[src/sv/lped_pkg.sv]
package lped_pkg;

  // Header buffer size; a header holds at most HdrBufBytes-1 bytes
  localparam int HdrBufBytes = 16;
  localparam int HdrCntW     = $clog2(HdrBufBytes);

  // Depth of the command queue between front and back
  localparam int QDepth  = 4;
  localparam int QPtrW   = $clog2(QDepth);
  localparam int QCntW   = QPtrW + 1;

  localparam int CfgAddrW = 4;

  // Register indexes on the configuration port (paddr[3:2])
  localparam logic [1:0] RegStartChar  = 2'd0;
  localparam logic [1:0] RegEndChar    = 2'd1;
  localparam logic [1:0] RegMaxEntry   = 2'd2;
  localparam logic [1:0] RegAppendNl   = 2'd3;

  localparam logic [7:0]  NewlineByte  = 8'd10;
  localparam logic [7:0]  StartReset   = 8'd126;
  localparam logic [7:0]  EndReset     = 8'd59;
  localparam logic [23:0] MaxEntryReset = 24'd2097152;

  // One unit of work for the back end
  typedef struct packed {
    logic [7:0]  data;   // payload byte or newline
    logic        has;    // 0 only for the empty-entry marker
    logic        last;   // final word of the entry
    logic [24:0] len;    // entry length; for a pair, the length of the newline word
    logic        pair;   // emit data (not last) then a closing newline
  } lped_cmd_t;

  typedef struct packed {
    logic avail;
    logic full;
  } lped_qstat_t;

endpackage

[src/sv/lped_front.sv]
module lped_front
  import lped_pkg::*;
(
  input  logic        clk,
  input  logic        rst,
  input  logic        accept,
  input  logic [7:0]  data_byte,
  input  logic [7:0]  start_char,
  input  logic [7:0]  end_char,
  input  logic [23:0] max_entry_size,
  input  logic        append_newline,
  output logic        push,
  output lped_cmd_t   cmd
);

  localparam logic [1:0] ModeHunt    = 2'd0;
  localparam logic [1:0] ModeHeader  = 2'd1;
  localparam logic [1:0] ModePayload = 2'd2;

  localparam logic [1:0] PhSkip   = 2'd0;
  localparam logic [1:0] PhDigits = 2'd1;
  localparam logic [1:0] PhDone   = 2'd2;

  localparam logic [HdrCntW-1:0] HdrLast = HdrCntW'(HdrBufBytes - 1);
  localparam logic [30:0]        AccSat  = 31'h7FFF_FFFF;

  logic [1:0]         mode, mode_next;
  logic [HdrCntW-1:0] hcount, hcount_next;
  logic [30:0]        accum, accum_next;
  logic [1:0]         phase, phase_next;
  logic               neg, neg_next;
  logic [30:0]        remain, remain_next;
  logic [23:0]        dlen, dlen_next;
  logic               dropping, dropping_next;

  logic        digit;
  logic        space;
  logic        do_hunt;
  logic        do_acc;
  logic [34:0] acc_sum;

  assign digit = (data_byte >= 8'd48) && (data_byte <= 8'd57);
  assign space = (data_byte == 8'd32) || ((data_byte >= 8'd9) && (data_byte <= 8'd13));
  assign acc_sum = ({4'b0, accum} << 3) + ({4'b0, accum} << 1) + {31'b0, data_byte[3:0]};

  always_comb begin
    mode_next     = mode;
    hcount_next   = hcount;
    accum_next    = accum;
    phase_next    = phase;
    neg_next      = neg;
    remain_next   = remain;
    dlen_next     = dlen;
    dropping_next = dropping;
    push          = 1'b0;
    cmd           = '0;
    do_hunt       = 1'b0;
    do_acc        = 1'b0;

    if (accept) begin
      unique case (mode)
        ModeHeader: begin
          if (hcount == HdrLast) begin
            // header overflow: abandon it and look at this byte afresh
            do_hunt = 1'b1;
          end else if (data_byte == end_char) begin
            if (neg && (accum != '0)) begin
              mode_next = ModeHunt;
            end else if (accum == '0) begin
              mode_next = ModeHunt;
              push      = 1'b1;
              if (append_newline) begin
                cmd = '{data: NewlineByte, has: 1'b1, last: 1'b1, len: 25'd1, pair: 1'b0};
              end else begin
                cmd = '{data: 8'd0, has: 1'b0, last: 1'b1, len: 25'd0, pair: 1'b0};
              end
            end else begin
              mode_next     = ModePayload;
              remain_next   = accum;
              dlen_next     = accum[23:0];
              dropping_next = accum > {7'b0, max_entry_size};
            end
          end else begin
            hcount_next = hcount + 1'b1;
            unique case (phase)
              PhSkip: begin
                if (space) begin
                  phase_next = PhSkip;
                end else if (data_byte == 8'd43) begin
                  phase_next = PhDigits;
                end else if (data_byte == 8'd45) begin
                  phase_next = PhDigits;
                  neg_next   = 1'b1;
                end else if (digit) begin
                  phase_next = PhDigits;
                  do_acc     = 1'b1;
                end else begin
                  phase_next = PhDone;
                end
              end
              PhDigits: begin
                if (digit) begin
                  do_acc = 1'b1;
                end else begin
                  phase_next = PhDone;
                end
              end
              default: phase_next = phase;
            endcase
            if (do_acc) begin
              accum_next = (acc_sum > {4'b0, AccSat}) ? AccSat : acc_sum[30:0];
            end
          end
        end
        ModePayload: begin
          if (remain == 31'd1) begin
            mode_next     = ModeHunt;
            dropping_next = 1'b0;
            if (!dropping) begin
              push = 1'b1;
              if (append_newline && (data_byte != NewlineByte)) begin
                cmd = '{data: data_byte, has: 1'b1, last: 1'b0,
                        len: {1'b0, dlen} + 25'd1, pair: 1'b1};
              end else begin
                cmd = '{data: data_byte, has: 1'b1, last: 1'b1,
                        len: {1'b0, dlen}, pair: 1'b0};
              end
            end
          end else begin
            remain_next = remain - 31'd1;
            if (!dropping) begin
              push = 1'b1;
              cmd  = '{data: data_byte, has: 1'b1, last: 1'b0, len: 25'd0, pair: 1'b0};
            end
          end
        end
        default: do_hunt = 1'b1;
      endcase

      if (do_hunt) begin
        mode_next = ModeHunt;
        if (data_byte == start_char) begin
          mode_next     = ModeHeader;
          hcount_next   = '0;
          accum_next    = '0;
          phase_next    = PhSkip;
          neg_next      = 1'b0;
          dropping_next = 1'b0;
        end
      end
    end
  end

  always_ff @(posedge clk) begin
    if (rst) begin
      mode     <= ModeHunt;
      hcount   <= '0;
      accum    <= '0;
      phase    <= PhSkip;
      neg      <= 1'b0;
      dropping <= 1'b0;
      remain   <= '0;
    end else begin
      mode     <= mode_next;
      hcount   <= hcount_next;
      accum    <= accum_next;
      phase    <= phase_next;
      neg      <= neg_next;
      dropping <= dropping_next;
      remain   <= remain_next;
    end
  end

  always_ff @(posedge clk) begin
    dlen <= dlen_next;
  end

endmodule

[src/sv/lped_queue.sv]
module lped_queue
  import lped_pkg::*;
(
  input  logic        clk,
  input  logic        rst,
  input  logic        push,
  input  lped_cmd_t   push_cmd,
  input  logic        pop,
  output lped_cmd_t   head,
  output lped_qstat_t stat
);

  lped_cmd_t        mem [QDepth];
  logic [QPtrW-1:0] wr_ptr;
  logic [QPtrW-1:0] rd_ptr;
  logic [QCntW-1:0] count;

  assign head       = mem[rd_ptr];
  assign stat.avail = (count != '0);
  assign stat.full  = (count == QCntW'(QDepth));

  always_ff @(posedge clk) begin
    if (push) begin
      mem[wr_ptr] <= push_cmd;
    end
  end

  always_ff @(posedge clk) begin
    if (rst) begin
      wr_ptr <= '0;
      rd_ptr <= '0;
      count  <= '0;
    end else begin
      if (push) begin
        wr_ptr <= wr_ptr + 1'b1;
      end
      if (pop) begin
        rd_ptr <= rd_ptr + 1'b1;
      end
      unique case ({push, pop})
        2'b10:   count <= count + 1'b1;
        2'b01:   count <= count - 1'b1;
        default: count <= count;
      endcase
    end
  end

endmodule

[src/sv/lped_back.sv]
module lped_back
  import lped_pkg::*;
(
  input  logic        clk,
  input  logic        rst,
  input  lped_cmd_t   head,
  input  lped_qstat_t stat,
  output logic        pop,
  output logic        out_valid,
  input  logic        out_stall,
  output logic [7:0]  out_byte,
  output logic        has_byte,
  output logic        last,
  output logic [24:0] entry_length
);

  logic load;
  logic second;

  // load a new word whenever the output register is empty or being taken
  assign load = !out_valid || !out_stall;
  assign pop  = load && stat.avail && (!head.pair || second);

  always_ff @(posedge clk) begin
    if (rst) begin
      out_valid <= 1'b0;
      second    <= 1'b0;
    end else if (load) begin
      out_valid <= stat.avail;
      if (stat.avail && head.pair) begin
        second <= !second;
      end
    end
  end

  always_ff @(posedge clk) begin
    if (load && stat.avail) begin
      if (head.pair && second) begin
        out_byte     <= NewlineByte;
        has_byte     <= 1'b1;
        last         <= 1'b1;
        entry_length <= head.len;
      end else if (head.pair) begin
        out_byte     <= head.data;
        has_byte     <= 1'b1;
        last         <= 1'b0;
        entry_length <= 25'd0;
      end else begin
        out_byte     <= head.data;
        has_byte     <= head.has;
        last         <= head.last;
        entry_length <= head.len;
      end
    end
  end

endmodule

[src/sv/length_prefixed_entry_deframer_top.sv]
// Length-prefixed entry deframer.
// Input channel: one raw stream byte per word on data_byte, moved when
// in_valid is high and in_stall is low. The block hunts for start_char, reads
// a decimal length header up to end_char, then passes the payload through.
// Output channel: one word per payload byte of entries up to max_entry_size
// (out_byte, has_byte, last, entry_length), moved when out_valid is high and
// out_stall is low. An optional newline word closes entries not ending in one;
// an empty entry gives one word (a newline, or a marker with has_byte low).
// Path: the front parser pushes a command into the queue at the edge that
// accepts the input word causing it, and the back output register loads it
// from the queue whenever that register is empty or being taken.
// Throughput: one input word per cycle. An appended newline adds one extra
// output word; the four-entry command queue absorbs it, and in_stall rises
// only when that queue is full.
// Receiver stall: the output register holds its word, the queue fills, and
// the input side stalls once the queue is full.
// Reset (rst, synchronous): the parser returns to hunting, the queue and
// output register empty, and the configuration registers take their defaults.
// Configuration: APB-style port, registers at byte addresses 0, 4, 8, 12.
module length_prefixed_entry_deframer_top
  import lped_pkg::*;
(
  input  logic                clk,
  input  logic                rst,
  input  logic                psel,
  input  logic                penable,
  input  logic                pwrite,
  input  logic [CfgAddrW-1:0] paddr,
  input  logic [31:0]         pwdata,
  output logic [31:0]         prdata,
  output logic                pready,
  input  logic                in_valid,
  output logic                in_stall,
  input  logic [7:0]          data_byte,
  output logic                out_valid,
  input  logic                out_stall,
  output logic [7:0]          out_byte,
  output logic                has_byte,
  output logic                last,
  output logic [24:0]         entry_length
);

  logic [7:0]  start_char;
  logic [7:0]  end_char;
  logic [23:0] max_entry_size;
  logic        append_newline;

  logic        cfg_wr;
  logic        in_accept;
  logic        push;
  logic        pop;
  lped_cmd_t   push_cmd;
  lped_cmd_t   head;
  lped_qstat_t qstat;

  // Configuration registers: written in the access phase, read back at once
  assign pready = 1'b1;
  assign cfg_wr = psel && penable && pwrite && pready;

  always_ff @(posedge clk) begin
    if (rst) begin
      start_char     <= StartReset;
      end_char       <= EndReset;
      max_entry_size <= MaxEntryReset;
      append_newline <= 1'b1;
    end else if (cfg_wr) begin
      unique case (paddr[3:2])
        RegStartChar: start_char     <= pwdata[7:0];
        RegEndChar:   end_char       <= pwdata[7:0];
        RegMaxEntry:  max_entry_size <= pwdata[23:0];
        RegAppendNl:  append_newline <= pwdata[0];
        default:      start_char     <= start_char;
      endcase
    end
  end

  always_comb begin
    unique case (paddr[3:2])
      RegStartChar: prdata = {24'b0, start_char};
      RegEndChar:   prdata = {24'b0, end_char};
      RegMaxEntry:  prdata = {8'b0, max_entry_size};
      RegAppendNl:  prdata = {31'b0, append_newline};
      default:      prdata = '0;
    endcase
  end

  // Hold input words while the command queue has no room
  assign in_stall  = qstat.full;
  assign in_accept = in_valid && !in_stall;

  lped_front u_front (
    .clk            (clk),
    .rst            (rst),
    .accept         (in_accept),
    .data_byte      (data_byte),
    .start_char     (start_char),
    .end_char       (end_char),
    .max_entry_size (max_entry_size),
    .append_newline (append_newline),
    .push           (push),
    .cmd            (push_cmd)
  );

  lped_queue u_queue (
    .clk      (clk),
    .rst      (rst),
    .push     (push),
    .push_cmd (push_cmd),
    .pop      (pop),
    .head     (head),
    .stat     (qstat)
  );

  lped_back u_back (
    .clk          (clk),
    .rst          (rst),
    .head         (head),
    .stat         (qstat),
    .pop          (pop),
    .out_valid    (out_valid),
    .out_stall    (out_stall),
    .out_byte     (out_byte),
    .has_byte     (has_byte),
    .last         (last),
    .entry_length (entry_length)
  );

`ifndef ASSERT_OFF
  // Never write into a full queue
  a_no_overflow: assert property (@(posedge clk) disable iff (rst)
    push |-> !qstat.full)
    else $error("command queue written while full");

  // Never pop an empty queue
  a_no_underflow: assert property (@(posedge clk) disable iff (rst)
    pop |-> qstat.avail)
    else $error("command queue read while empty");

  // An empty-entry marker always closes its entry with zero length
  a_marker_shape: assert property (@(posedge clk) disable iff (rst)
    (out_valid && !has_byte) |-> (last && (entry_length == 25'd0)))
    else $error("empty-entry marker malformed");

  // Length is reported only on the closing word
  a_len_on_last: assert property (@(posedge clk) disable iff (rst)
    (out_valid && !last) |-> (entry_length == 25'd0))
    else $error("entry length on a non-final word");

  // Output register is empty after reset
  a_reset_empty: assert property (@(posedge clk)
    rst |=> !out_valid)
    else $error("output valid after reset");
`endif

endmodule

[config.mk]
export PLATFORM = sky130hd
export DESIGN_NAME = length_prefixed_entry_deframer_top
export DESIGN_NICKNAME = d
export VERILOG_FILES = /design/src/sv/lped_pkg.sv /design/src/sv/lped_front.sv /design/src/sv/lped_queue.sv /design/src/sv/lped_back.sv /design/src/sv/length_prefixed_entry_deframer_top.sv
export SDC_FILE = /design/constraint.sdc
export NUM_CORES = 1
export LEC_CHECK = 0
export ABC_AREA = 1
export BUFFER_PORTS_ARGS = -buffer_cell sky130_fd_sc_hd__buf_2
export CORE_MARGIN = 2
export CORE_UTILIZATION = 30
export CTS_CLUSTER_SIZE = 20
export DETAILED_ROUTE_END_ITERATION = 6
export GPL_ROUTABILITY_DRIVEN = 0
export PLACE_DENSITY = 0.5
export SLEW_MARGIN = 0
export SYNTH_ARGS = -nofsm -noshare
export SYNTH_HDL_FRONTEND = slang
export SYNTH_SLANG_ARGS = --single-unit
[constraint.sdc]
create_clock -name clk -period 4.5 [get_ports clk]
set_clock_uncertainty 0.05 [all_clocks]
set_input_delay 0.675 -clock clk [delete_from_list [all_inputs] [get_ports clk]]
set_output_delay 0.675 -clock clk [all_outputs]
set_load 0.02 [all_outputs]
==> results.ini, run 1 <==
[outcome]
status = completed

[synth]
syn_inst = 2245
synthArstFlopShare = 0
synth_top_flop_cell = edfxtp_1
syn_avg_cell_area_um2 = 8.12
ys_seq_elements = 327
netlist_area_um2 = 18200
yosys_warnings = 0
yosysSeqAreaShare = 0.471
synth.distinct_cells = 56
synth-edff-count = 203

[global_routing]
grt_pass1_wl_um = 79800
overflow = 0
grt_pass1_vias = 14700
grt_max_degree = 58
track_usage = 0.158
antenna_found_initial = 0

[finish]
finish.utilization = 0.345
final_cell_mix = nand2_1 (445), nor2_1 (293), inv_1 (238), a21oi_1 (209), edfxtp_1 (203)
syn2layout_area_growth_pct = 14.1
final_common_cell = nand2_1
n_antenna_cell = 0
drive_gt1_frac = 0.114
finalNetCount = 2481

[worst_setup_path]
worst-path-max-fanout = 31
worst_r2r_endpoint = u_front.accum[26]$_SDFFE_PP0P_
critPathMostFrequentCell = nand2_1
cp-end-kind = flop
rrSetupSlack_ns = 1.09
timing.rr.start = u_front.accum[0]$_SDFFE_PP0P_
crit_start = u_front.accum[0]$_SDFFE_PP0P_
path_cells = inv_2 > fa_1 > fa_1 > nand3b_1 > nand2_1 > nand2_1 > nand2_1 > nand3_1 > nand2_1 > nand2_1 > nand3_1 > nand2_1 > nor2_2 > buf_4 > nand3_1 > nand2_1 > a21oi_1
worstPathArrival_ns = 3.74
required_ns = 4.83
slowest_delay_ns = 0.52
worstSetupStartpointType = flop
cp_slowest_cell = fa_1
criticalPathCategory = reg -> reg
crit_path_end = u_front.accum[26]$_SDFFE_PP0P_
reg2reg_depth = 17

[sta]
layout_setup_ws_ns = 1.09
timing.slew.headroom = 0.306
hold_viol_final = 0
slew_viol_final = 0
clock.fmax_ghz = 0.293
min_period_ns = 3.41
finalSetupTns_ns = 0
setup_violations = 0
tightest_slew_ns = 1.04
post-route-period-util = 0.759
rsz0062_at_grt = false

[floorplan]
rows = 90
io_pins = 121
fp.dieH_um = 250
core_um2 = 60200
start_util = 0.303
die_area_um2 = 62700
die_w_um = 250

[route]
postRouteAntennaNets = 0
drt-wirelength-per-cell_um = 16.0
vias_per_cell = 4.84
drt_iter0_drc = 915
vias = 15200
drc_errors = 0
drt_wl_total_um = 50200
first_pass_iters = 6

[clock_network]
cts_max_level = 2
cts.sinks = 327
clk_path_buf_depth = 3
cts_root_buf = clkbuf_16
cts_tree = yes
clk_pin_slew_ns = 0.06
cts_hold_buf = 0
clock_latency_ns = 0.54
cts_buffers = 37
cts_setup_buffers = 0
cts_resized = 0

[placement]
portBuffers = 101
dp.final_hpwl_um = 36200
dp_slack_ns = 0.691

[power_and_ir_drop]
total_power_w = 0.00892
p_leak_nw = 8.80
power_density_nw_per_um2 = 429
max-vdd-ir-drop_mv = 0.257

[flow_run]
maxCapViolCount = 0

[worst_hold_path]
hp-class = in -> reg

==> sequential cells by signal (all words and copies together), names as in the netlist, 3 cells and up, named ones only <==
name                 count
u_front.dlen            24
u_front.hcount           4
start_char               8
u_back.entry_length     25
u_back.out_byte          8
u_front.accum           31
u_front.remain          31
max_entry_size          24
u_queue.mem            144
u_queue.count            3
end_char                 8
==> worst max-delay path, delay by kind of cell (launching register included) <==
kind | cells | cell delay [ns]
flops | 1 | 0.47
compound gates | 1 | 0.05
simple gates | 12 | 1.23
buf+inv | 2 | 0.44
fa+ha+maj | 2 | 0.99
==> kinds of logic after synthesis <==
family | after synthesis | synth area share
xor+xnor | 28 | 0.0135
fa+ha+maj | 99 | 0.0692
simple gates | 933 | 0.216
other cells | 2 | 0.000412
mux | 1 | 0.000549
flops | 327 | 0.471
compound gates | 498 | 0.151
buf+inv | 357 | 0.0787
==> cells in the mapped netlist (3+ instances only) <==
| cell type | number | area (µm²) |
|---|---|---|
| xor2_1 | 23 | 201 |
| o22ai_1 | 34 | 213 |
| xnor2_1 | 5 | 43.8 |
| clkinv_1 | 9 | 33.8 |
| nand4_1 | 22 | 138 |
| nand4_2 | 4 | 50.1 |
| nand2_2 | 5 | 31.3 |
| ha_1 | 96 | 1200 |
| nor3_1 | 21 | 105 |
| a31oi_1 | 4 | 25.0 |
| a21oi_1 | 209 | 1050 |
| buf_6 | 3 | 33.8 |
| nand2_1 | 445 | 1670 |
| o21ai_0 | 192 | 961 |
| buf_2 | 14 | 70.1 |
| o21a_1 | 5 | 37.5 |
| o211ai_1 | 13 | 97.6 |
| o221ai_1 | 10 | 87.6 |
| inv_2 | 22 | 82.6 |
| nor2_1 | 298 | 1120 |
| buf_4 | 13 | 97.6 |
| nand3b_1 | 4 | 30.0 |
| edfxtp_1 | 203 | 6100 |
| nor2_4 | 7 | 78.8 |
| nor4_1 | 5 | 31.3 |
| nand3_1 | 93 | 465 |
| nand3_2 | 3 | 30.0 |
| a211oi_2 | 9 | 113 |
| dfxtp_1 | 124 | 2480 |
| inv_1 | 238 | 893 |
| nor2_2 | 16 | 100 |
| o21ai_1 | 8 | 40.0 |
| fa_1 | 3 | 60.1 |
| clkbuf_1 | 54 | 203 |
==> stage by stage <==
stage                     std cells  cell area, µm²  hold slack (ns)
after floorplan                2252           18300            0.386
after global placement         3074           19600            0.406
after detailed placement       3074           19600            0.411
after CTS                      3141           20800            0.315
after global routing           3141           20800            0.349
final                          3141           20800            0.338
==> where the power goes <==
group	leakage [nW]	switching (W)	internal [W]
Combinational	5.31	0.00152	0.000641
Clock	0.607	0.00126	0.00181
Sequential	2.88	0.000162	0.00352
==> final cells by class <==
class | count | area, µm²
Multi-Input combinational cell | 1568 | 8290
Tap cell | 782 | 978
Clock buffer | 55 | 1090
Timing Repair Buffer | 126 | 693
Sequential cell | 327 | 8580
Fill cell | 6276 | 39500
Inverter | 271 | 1020
Clock inverter | 12 | 138
==> metal layers <==
metal,vias to the layer above,GRT usage,wire [µm]
met3,51,0.0233,2160
met2,312,0.259,22900
met5,-,0,0
met1,7140,0.222,24400
met4,0,0.0323,770
li1,7710,-,-
==> worst min-delay path by stage <==
stage                                 endpoint                           start  slack (ns)  cells after the start
2_1_floorplan                             flop  u_queue.rd_ptr[1]$_SDFFE_PP0P_        0.39                      2
3_3_place_gp    u_queue.rd_ptr[0]$_SDFFE_PP0P_  u_queue.rd_ptr[0]$_SDFFE_PP0P_        0.41                      1
3_5_place_dp                              flop  u_queue.rd_ptr[0]$_SDFFE_PP0P_        0.41                      1
4_1_cts        max_entry_size[21]$_SDFFE_PP1P_                      pwdata[21]        0.31                      3
5_1_grt        max_entry_size[21]$_SDFFE_PP1P_                      pwdata[21]        0.35                      3
6_report       max_entry_size[21]$_SDFFE_PP1P_                      pwdata[21]        0.34                      3
(Power assumes the default switching activity.)
==> run 2: changes to the inputs <==
==> constraint.sdc (replaced) <==
create_clock -name clk -period 3.2 [get_ports clk]
set_clock_uncertainty 0.05 [all_clocks]
set_input_delay 0.48 -clock clk [delete_from_list [all_inputs] [get_ports clk]]
set_output_delay 0.48 -clock clk [all_outputs]
set_load 0.02 [all_outputs]
==> results.ini, run 2 (synthesis gave the netlist of run 1 again) <==
[worst_setup_path]
criticalPathCategory = reg -> reg
worst_r2r_endpoint = u_front.accum[16]$_SDFFE_PP0P_
required_ns = 3.53  ; -1.30 ns
timing.rr.start = u_front.accum[17]$_SDFFE_PP0P_
critPathMostFrequentCell = nand2_1
cp_slowest_cell = dfxtp_2
worstSetupStartpointType = flop
slowest_delay_ns = 0.43  ; -0.09 ns
reg2reg_depth = 15  ; -2
worst-path-max-fanout = 8  ; -74%
cp-end-kind = flop
worstPathArrival_ns = 3.38  ; -0.36 ns
crit_start = u_front.accum[17]$_SDFFE_PP0P_
path_cells = ha_1 > ha_1 > a21oi_1 > o21ai_0 > nand2_1 > nand2_1 > a21oi_1 > nand2_1 > nand2_1 > nand2_1 > nor2_4 > clkbuf_16 > nand3_1 > nand2_1 > a21oi_1
rrSetupSlack_ns = 0.16  ; -0.93 ns

[clock_network]
cts.sinks = 327  ; unchanged
clk_pin_slew_ns = 0.06  ; about the same
cts_setup_buffers = 0  ; unchanged
cts_hold_buf = 0  ; unchanged
cts_tree = yes
cts_max_level = 2  ; unchanged
cts_root_buf = clkbuf_16
clock_latency_ns = 0.54  ; about the same
clk_path_buf_depth = 3  ; unchanged
cts_buffers = 37  ; unchanged

[sta]
layout_setup_ws_ns = 0.156  ; -0.930 ns
slew_viol_final = 0  ; unchanged
tightest_slew_ns = 0.826  ; -0.214 ns
worst_hold_slack_ns = 0.142  ; -0.196 ns
setup_violations = 0  ; unchanged
post-route-period-util = 0.951  ; +0.193
hold_viol_final = 0  ; unchanged
rsz0062_at_grt = false
timing.slew.headroom = 0.449  ; +0.143
clock.fmax_ghz = 0.329  ; +12%
min_period_ns = 3.04  ; -0.370 ns

[floorplan]
core_um2 = 60200  ; unchanged
die_area_um2 = 62700  ; unchanged
rows = 90  ; unchanged
start_util = 0.303  ; unchanged
fp.dieH_um = 250  ; unchanged
io_pins = 121  ; unchanged
die_w_um = 250  ; unchanged

[route]
drt_wl_total_um = 51300  ; +2.1%
first_pass_iters = 5  ; -1
vias_per_cell = 4.81  ; -0.68%
drt_iter0_drc = 831  ; -9.2%
drt-wirelength-per-cell_um = 16.1  ; +0.42%
vias = 15400  ; +1.0%
drc_errors = 0  ; unchanged
postRouteAntennaNets = 0  ; unchanged

[power_and_ir_drop]
p_leak_nw = 9.16  ; +4.1%
power_density_nw_per_um2 = 597  ; +39%
total_power_w = 0.0128  ; +43%
max-vdd-ir-drop_mv = 0.359  ; +40%

[global_routing]
grt_max_degree = 58  ; unchanged
grt_pass1_wl_um = 80000  ; +0.26%
overflow = 0  ; unchanged
grt_pass1_vias = 14600  ; -0.49%
antenna_found_initial = 1  ; +1
track_usage = 0.159  ; +0.000576

[placement]
dp_slack_ns = -0.0938  ; -0.785 ns
dp.final_hpwl_um = 36900  ; +2.0%
placed_cells_incl_taps = 3124  ; +1.6%
portBuffers = 101  ; unchanged

[finish]
reg.largest.list = u_queue.mem: 144 flops, u_front.accum: 31 flops, u_front.remain: 31 flops
finish.utilization = 0.355  ; +0.0101
final_common_cell = nand2_1
drive_gt1_frac = 0.139  ; +0.0244
largest-register = u_queue.mem
num-fill-cells = 6222  ; -0.86%
finalNetCount = 2534  ; +2.1%
stdcell_count = 3195  ; +1.7%
syn2layout_area_growth_pct = 17.4
n_antenna_cell = 0  ; unchanged
largest_register_ffs = 144  ; unchanged
final_cell_mix = nand2_1 (440), nor2_1 (293), inv_1 (238), a21oi_1 (207), edfxtp_1 (203)

[flow_run]
maxCapViolCount = 0  ; unchanged

[outcome]
status = completed

[worst_hold_path]
hp-class = in -> reg
holdPathEnd = max_entry_size[21]$_SDFFE_PP1P_
hold_path_depth = 3  ; unchanged
hold_path_startpoint = pwdata[21]

[run 2: cell types whose count changed in the layout (fill, tap and decap cells not counted), moves of 5 or more]
cell,delta
buf_4,+43
buf_12,+7
clkbuf_8,-6
clkinv_1,+6
dfxtp_1,-6
dfxtp_2,+6
nand2_1,-5
nand2_2,+5
[run 2: where the power goes]
| group | switching [W] | internal [W] | total, W |
|---|---|---|---|
| clock network | 0.00178 | 0.00272 | 0.00451 |
| logic | 0.00224 | 0.000931 | 0.00317 |
| registers | 0.000146 | 0.00495 | 0.00510 |
| total | 0.00417 | 0.00861 | 0.0128 |
[run 2: worst max-delay path by stage]
stage | cells after the start | end
floorplan | 9 | u_queue.mem[0][0]$_DFFE_PP_
global placement | 18 | u_front.accum[0]$_SDFFE_PP0P_
detailed placement | 20 | u_front.accum[16]$_SDFFE_PP0P_
CTS | 19 | u_front.accum[14]$_SDFFE_PP0P_
global route | 14 | u_front.accum[23]$_SDFFE_PP0P_
finish | 15 | u_front.accum[16]$_SDFFE_PP0P_
[run 2: critical path, delay by kind of cell, from the launching register on]
| family | cells | cell delay [ns] |
|---|---|---|
| compound gates | 4 | 0.71 |
| fa+ha+maj | 2 | 0.63 |
| buf+inv | 1 | 0.23 |
| flops | 1 | 0.43 |
| simple gates | 8 | 0.84 |
[run 2: stage by stage]
step           TNS, ns  cell area, µm²
3_3_place_gp     -2.23           20000
4_1_cts              0           21300
2_1_floorplan   -15.70           18300
6_report             0           21400
5_1_grt              0           21400
3_5_place_dp     -2.39           20000
[run 2: per-layer routing]
metal  global-route usage  vias up  wire [µm]
li1                     -     7813          -
met1                0.225     7153      24800
met2                0.255      328      23000
met3               0.0235       73       2410
met4               0.0373        2       1100
met5                    0        -         13
[run 2: what timing repair did]
item	4_1_cts	5_1_grt
setup endpoints to repair	0	28
endpoints found under the hold margin	0	0
resized for setup	0	14
[run 2: final cells by class]
type                            count  area, µm²  share of cell area
Sequential cell                   327       8590               0.401
Multi-Input combinational cell   1568       8310               0.388
Timing Repair Buffer              179       1220              0.0569
Inverter                          271       1020              0.0478
Clock buffer                       45        997              0.0466
Tap cell                          782        978              0.0457
Clock inverter                     23        287              0.0134
==> run 3: changes to the inputs <==
==> constraint.sdc (replaced) <==
create_clock -name clk -period 3.2 [get_ports clk]
set_clock_uncertainty 0.05 [all_clocks]
set_input_delay 0.48 -clock clk [delete_from_list [all_inputs] [get_ports clk]]
set_output_delay 0.48 -clock clk [all_outputs]
set_load 0.1 [all_outputs]
==> results.ini, run 3 (synthesis gave the netlist of run 1 again) <==
[finish]
stdcell_count = 3190  ; -0.16%
multiInputGateArea_um2 = 8310  ; about the same
regArea_um2 = 8590  ; unchanged
n_antenna_cell = 0  ; unchanged
largest_register_ffs = 144  ; unchanged
drive_gt1_frac = 0.136  ; -0.00262
reg.largest.list = u_queue.mem: 144 flops, u_front.accum: 31 flops, u_front.remain: 31 flops
finalNetCount = 2533  ; -0.039%
final_common_cell = nand2_1
syn2layout_area_growth_pct = 17.0
final_cell_mix = nand2_1 (443), nor2_1 (293), inv_1 (238), a21oi_1 (209), edfxtp_1 (203)
finish.utilization = 0.354  ; -0.00123
largest-register = u_queue.mem
num-fill-cells = 6249  ; +0.43%

[worst_setup_path]
worstPathArrival_ns = 3.33  ; -0.05 ns
crit_start = u_front.accum[0]$_SDFFE_PP0P_
rrSetupSlack_ns = 0.21  ; +0.05 ns
timing.rr.start = u_front.accum[0]$_SDFFE_PP0P_
worst-path-max-fanout = 31  ; +23
cp-end-kind = flop
worst_r2r_endpoint = u_front.accum[10]$_SDFFE_PP0P_
criticalPathCategory = reg -> reg
crit_path_end = u_front.accum[10]$_SDFFE_PP0P_
required_ns = 3.54  ; about the same
reg2reg_depth = 19  ; +4
worstSetupStartpointType = flop

[route]
met1Wirelength_um = 25200  ; +1.8%
drt_iter0_drc = 836  ; +0.60%
met2_length_um = 23000  ; about the same
drt_wl_total_um = 51200  ; -0.19%
maxUsedRoutingLayer = met5
wl_met3_um = 1960  ; -18%
first_pass_iters = 5  ; unchanged
drt-wirelength-per-cell_um = 16.1  ; about the same
vias = 15400  ; +0.47%
drc_errors = 0  ; unchanged
postRouteAntennaNets = 0  ; unchanged
vias_per_cell = 4.84  ; +0.63%

[power_and_ir_drop]
power_density_nw_per_um2 = 666  ; +12%
p_leak_nw = 9.11  ; -0.50%
max-vdd-ir-drop_mv = 0.345  ; -3.8%

[floorplan]
die_area_um2 = 62700  ; unchanged
rows = 90  ; unchanged
fp.dieH_um = 250  ; unchanged
core_um2 = 60200  ; unchanged
die_w_um = 250  ; unchanged
start_util = 0.303  ; unchanged
io_pins = 121  ; unchanged

[global_routing]
grt_pass1_wl_um = 80700  ; +0.85%
grt_max_degree = 64  ; +10%
grt_pass1_vias = 14800  ; +1.3%
overflow = 0  ; unchanged
track_usage = 0.160  ; +0.00135
antenna_found_initial = 1  ; unchanged

[sta]
timing.slew.headroom = 0.455  ; +0.00581
slew_viol_final = 0  ; unchanged
tightest_slew_ns = 0.817  ; -0.00871 ns
rsz0062_at_grt = false
setup_violations = 0  ; unchanged
post-route-period-util = 0.935  ; -0.0164
min_period_ns = 2.99  ; -0.0525 ns
worst_hold_slack_ns = 0.132  ; -0.0102 ns
clock.fmax_ghz = 0.334  ; +1.8%
hold_viol_final = 0  ; unchanged

[outcome]
status = completed

[clock_network]
clk_pin_slew_ns = 0.06  ; about the same
cts.sinks = 327  ; unchanged
cts_max_level = 2  ; unchanged
cts_setup_buffers = 0  ; unchanged
cts_buffers = 36  ; -2.7%
cts_root_buf = clkbuf_16
clk_path_buf_depth = 3  ; unchanged
cts_tree = yes
clock_latency_ns = 0.53  ; about the same

[placement]
portBuffers = 101  ; unchanged
dp.final_hpwl_um = 37000  ; +0.31%
placed_cells_incl_taps = 3126  ; +0.064%

[worst_hold_path]
hp-class = in -> reg
hold_path_depth = 3  ; unchanged

[flow_run]
maxCapViolCount = 0  ; unchanged

[run 3: cell type report]
class                      count  area share
clock buffer                  41      0.0431
clock inverter                22      0.0142
inverter                     271      0.0480
multi-input combinational   1568       0.390
sequential                   327       0.403
tap                          782      0.0459
timing repair buffer         179      0.0567
[run 3: worst min path at each step]
stage	from	to
after floorplan	u_queue.rd_ptr[1]$_SDFFE_PP0P_	flop
after global placement	u_queue.rd_ptr[1]$_SDFFE_PP0P_	u_queue.rd_ptr[1]$_SDFFE_PP0P_
after detailed placement	u_queue.rd_ptr[1]$_SDFFE_PP0P_	u_queue.rd_ptr[1]$_SDFFE_PP0P_
after CTS	pwdata[21]	max_entry_size[21]$_SDFFE_PP1P_
after global routing	pwdata[21]	max_entry_size[21]$_SDFFE_PP1P_
final	pwdata[21]	max_entry_size[21]$_SDFFE_PP1P_
[run 3: per-layer routing]
metal  GRT usage  up-vias
met1       0.229     7268
met2       0.257      301
li1            -     7810
met5           0        -
met3      0.0218       60
met4      0.0370        2
[run 3: report_power, final]
group | switching [W] | total, W | internal, W
Combinational | 0.00379 | 0.00471 | 0.000921
Sequential | 0.000158 | 0.00511 | 0.00496
Clock | 0.00173 | 0.00437 | 0.00264
[run 3: through the flow]
stage / instance area, µm² / worst slack [ns] / setup TNS [ns] / power (W)
after detailed placement: 20100 / -0.0821 / -1.83 / 0.00995
after CTS: 21300 / 0.158 / 0 / 0.0144
after global routing: 21300 / 0.0106 / 0 / 0.0149
after floorplan: 18300 / -0.109 / -15.70 / 0.00899
final: 21300 / 0.209 / 0 / 0.0142
after global placement: 20100 / -0.0950 / -2.69 / 0.00991
[run 3: critical path, cell delays in order (launching register included)]
cell and delay [ns]:
dfxtp_1 0.35, inv_2 0.08, fa_2 0.56, inv_1 0.05, ha_1 0.28, nand3_1 0.09
nand2_1 0.12, nand2_1 0.09, nand2_1 0.11, nand2_1 0.08, nand2_1 0.09, nand2_1 0.12
nand2_1 0.07, nand2_1 0.06, nand2_1 0.06, nor2_2 0.12, buf_12 0.20, nand3_1 0.11
nand2_1 0.07, a21oi_1 0.06
[run 3: timing repair]
item / CTS / global route
hold buffers: 0 / 0
resized for setup: 0 / 11
hold endpoints to repair: 0 / 0
endpoints found under the setup margin: 0 / 31
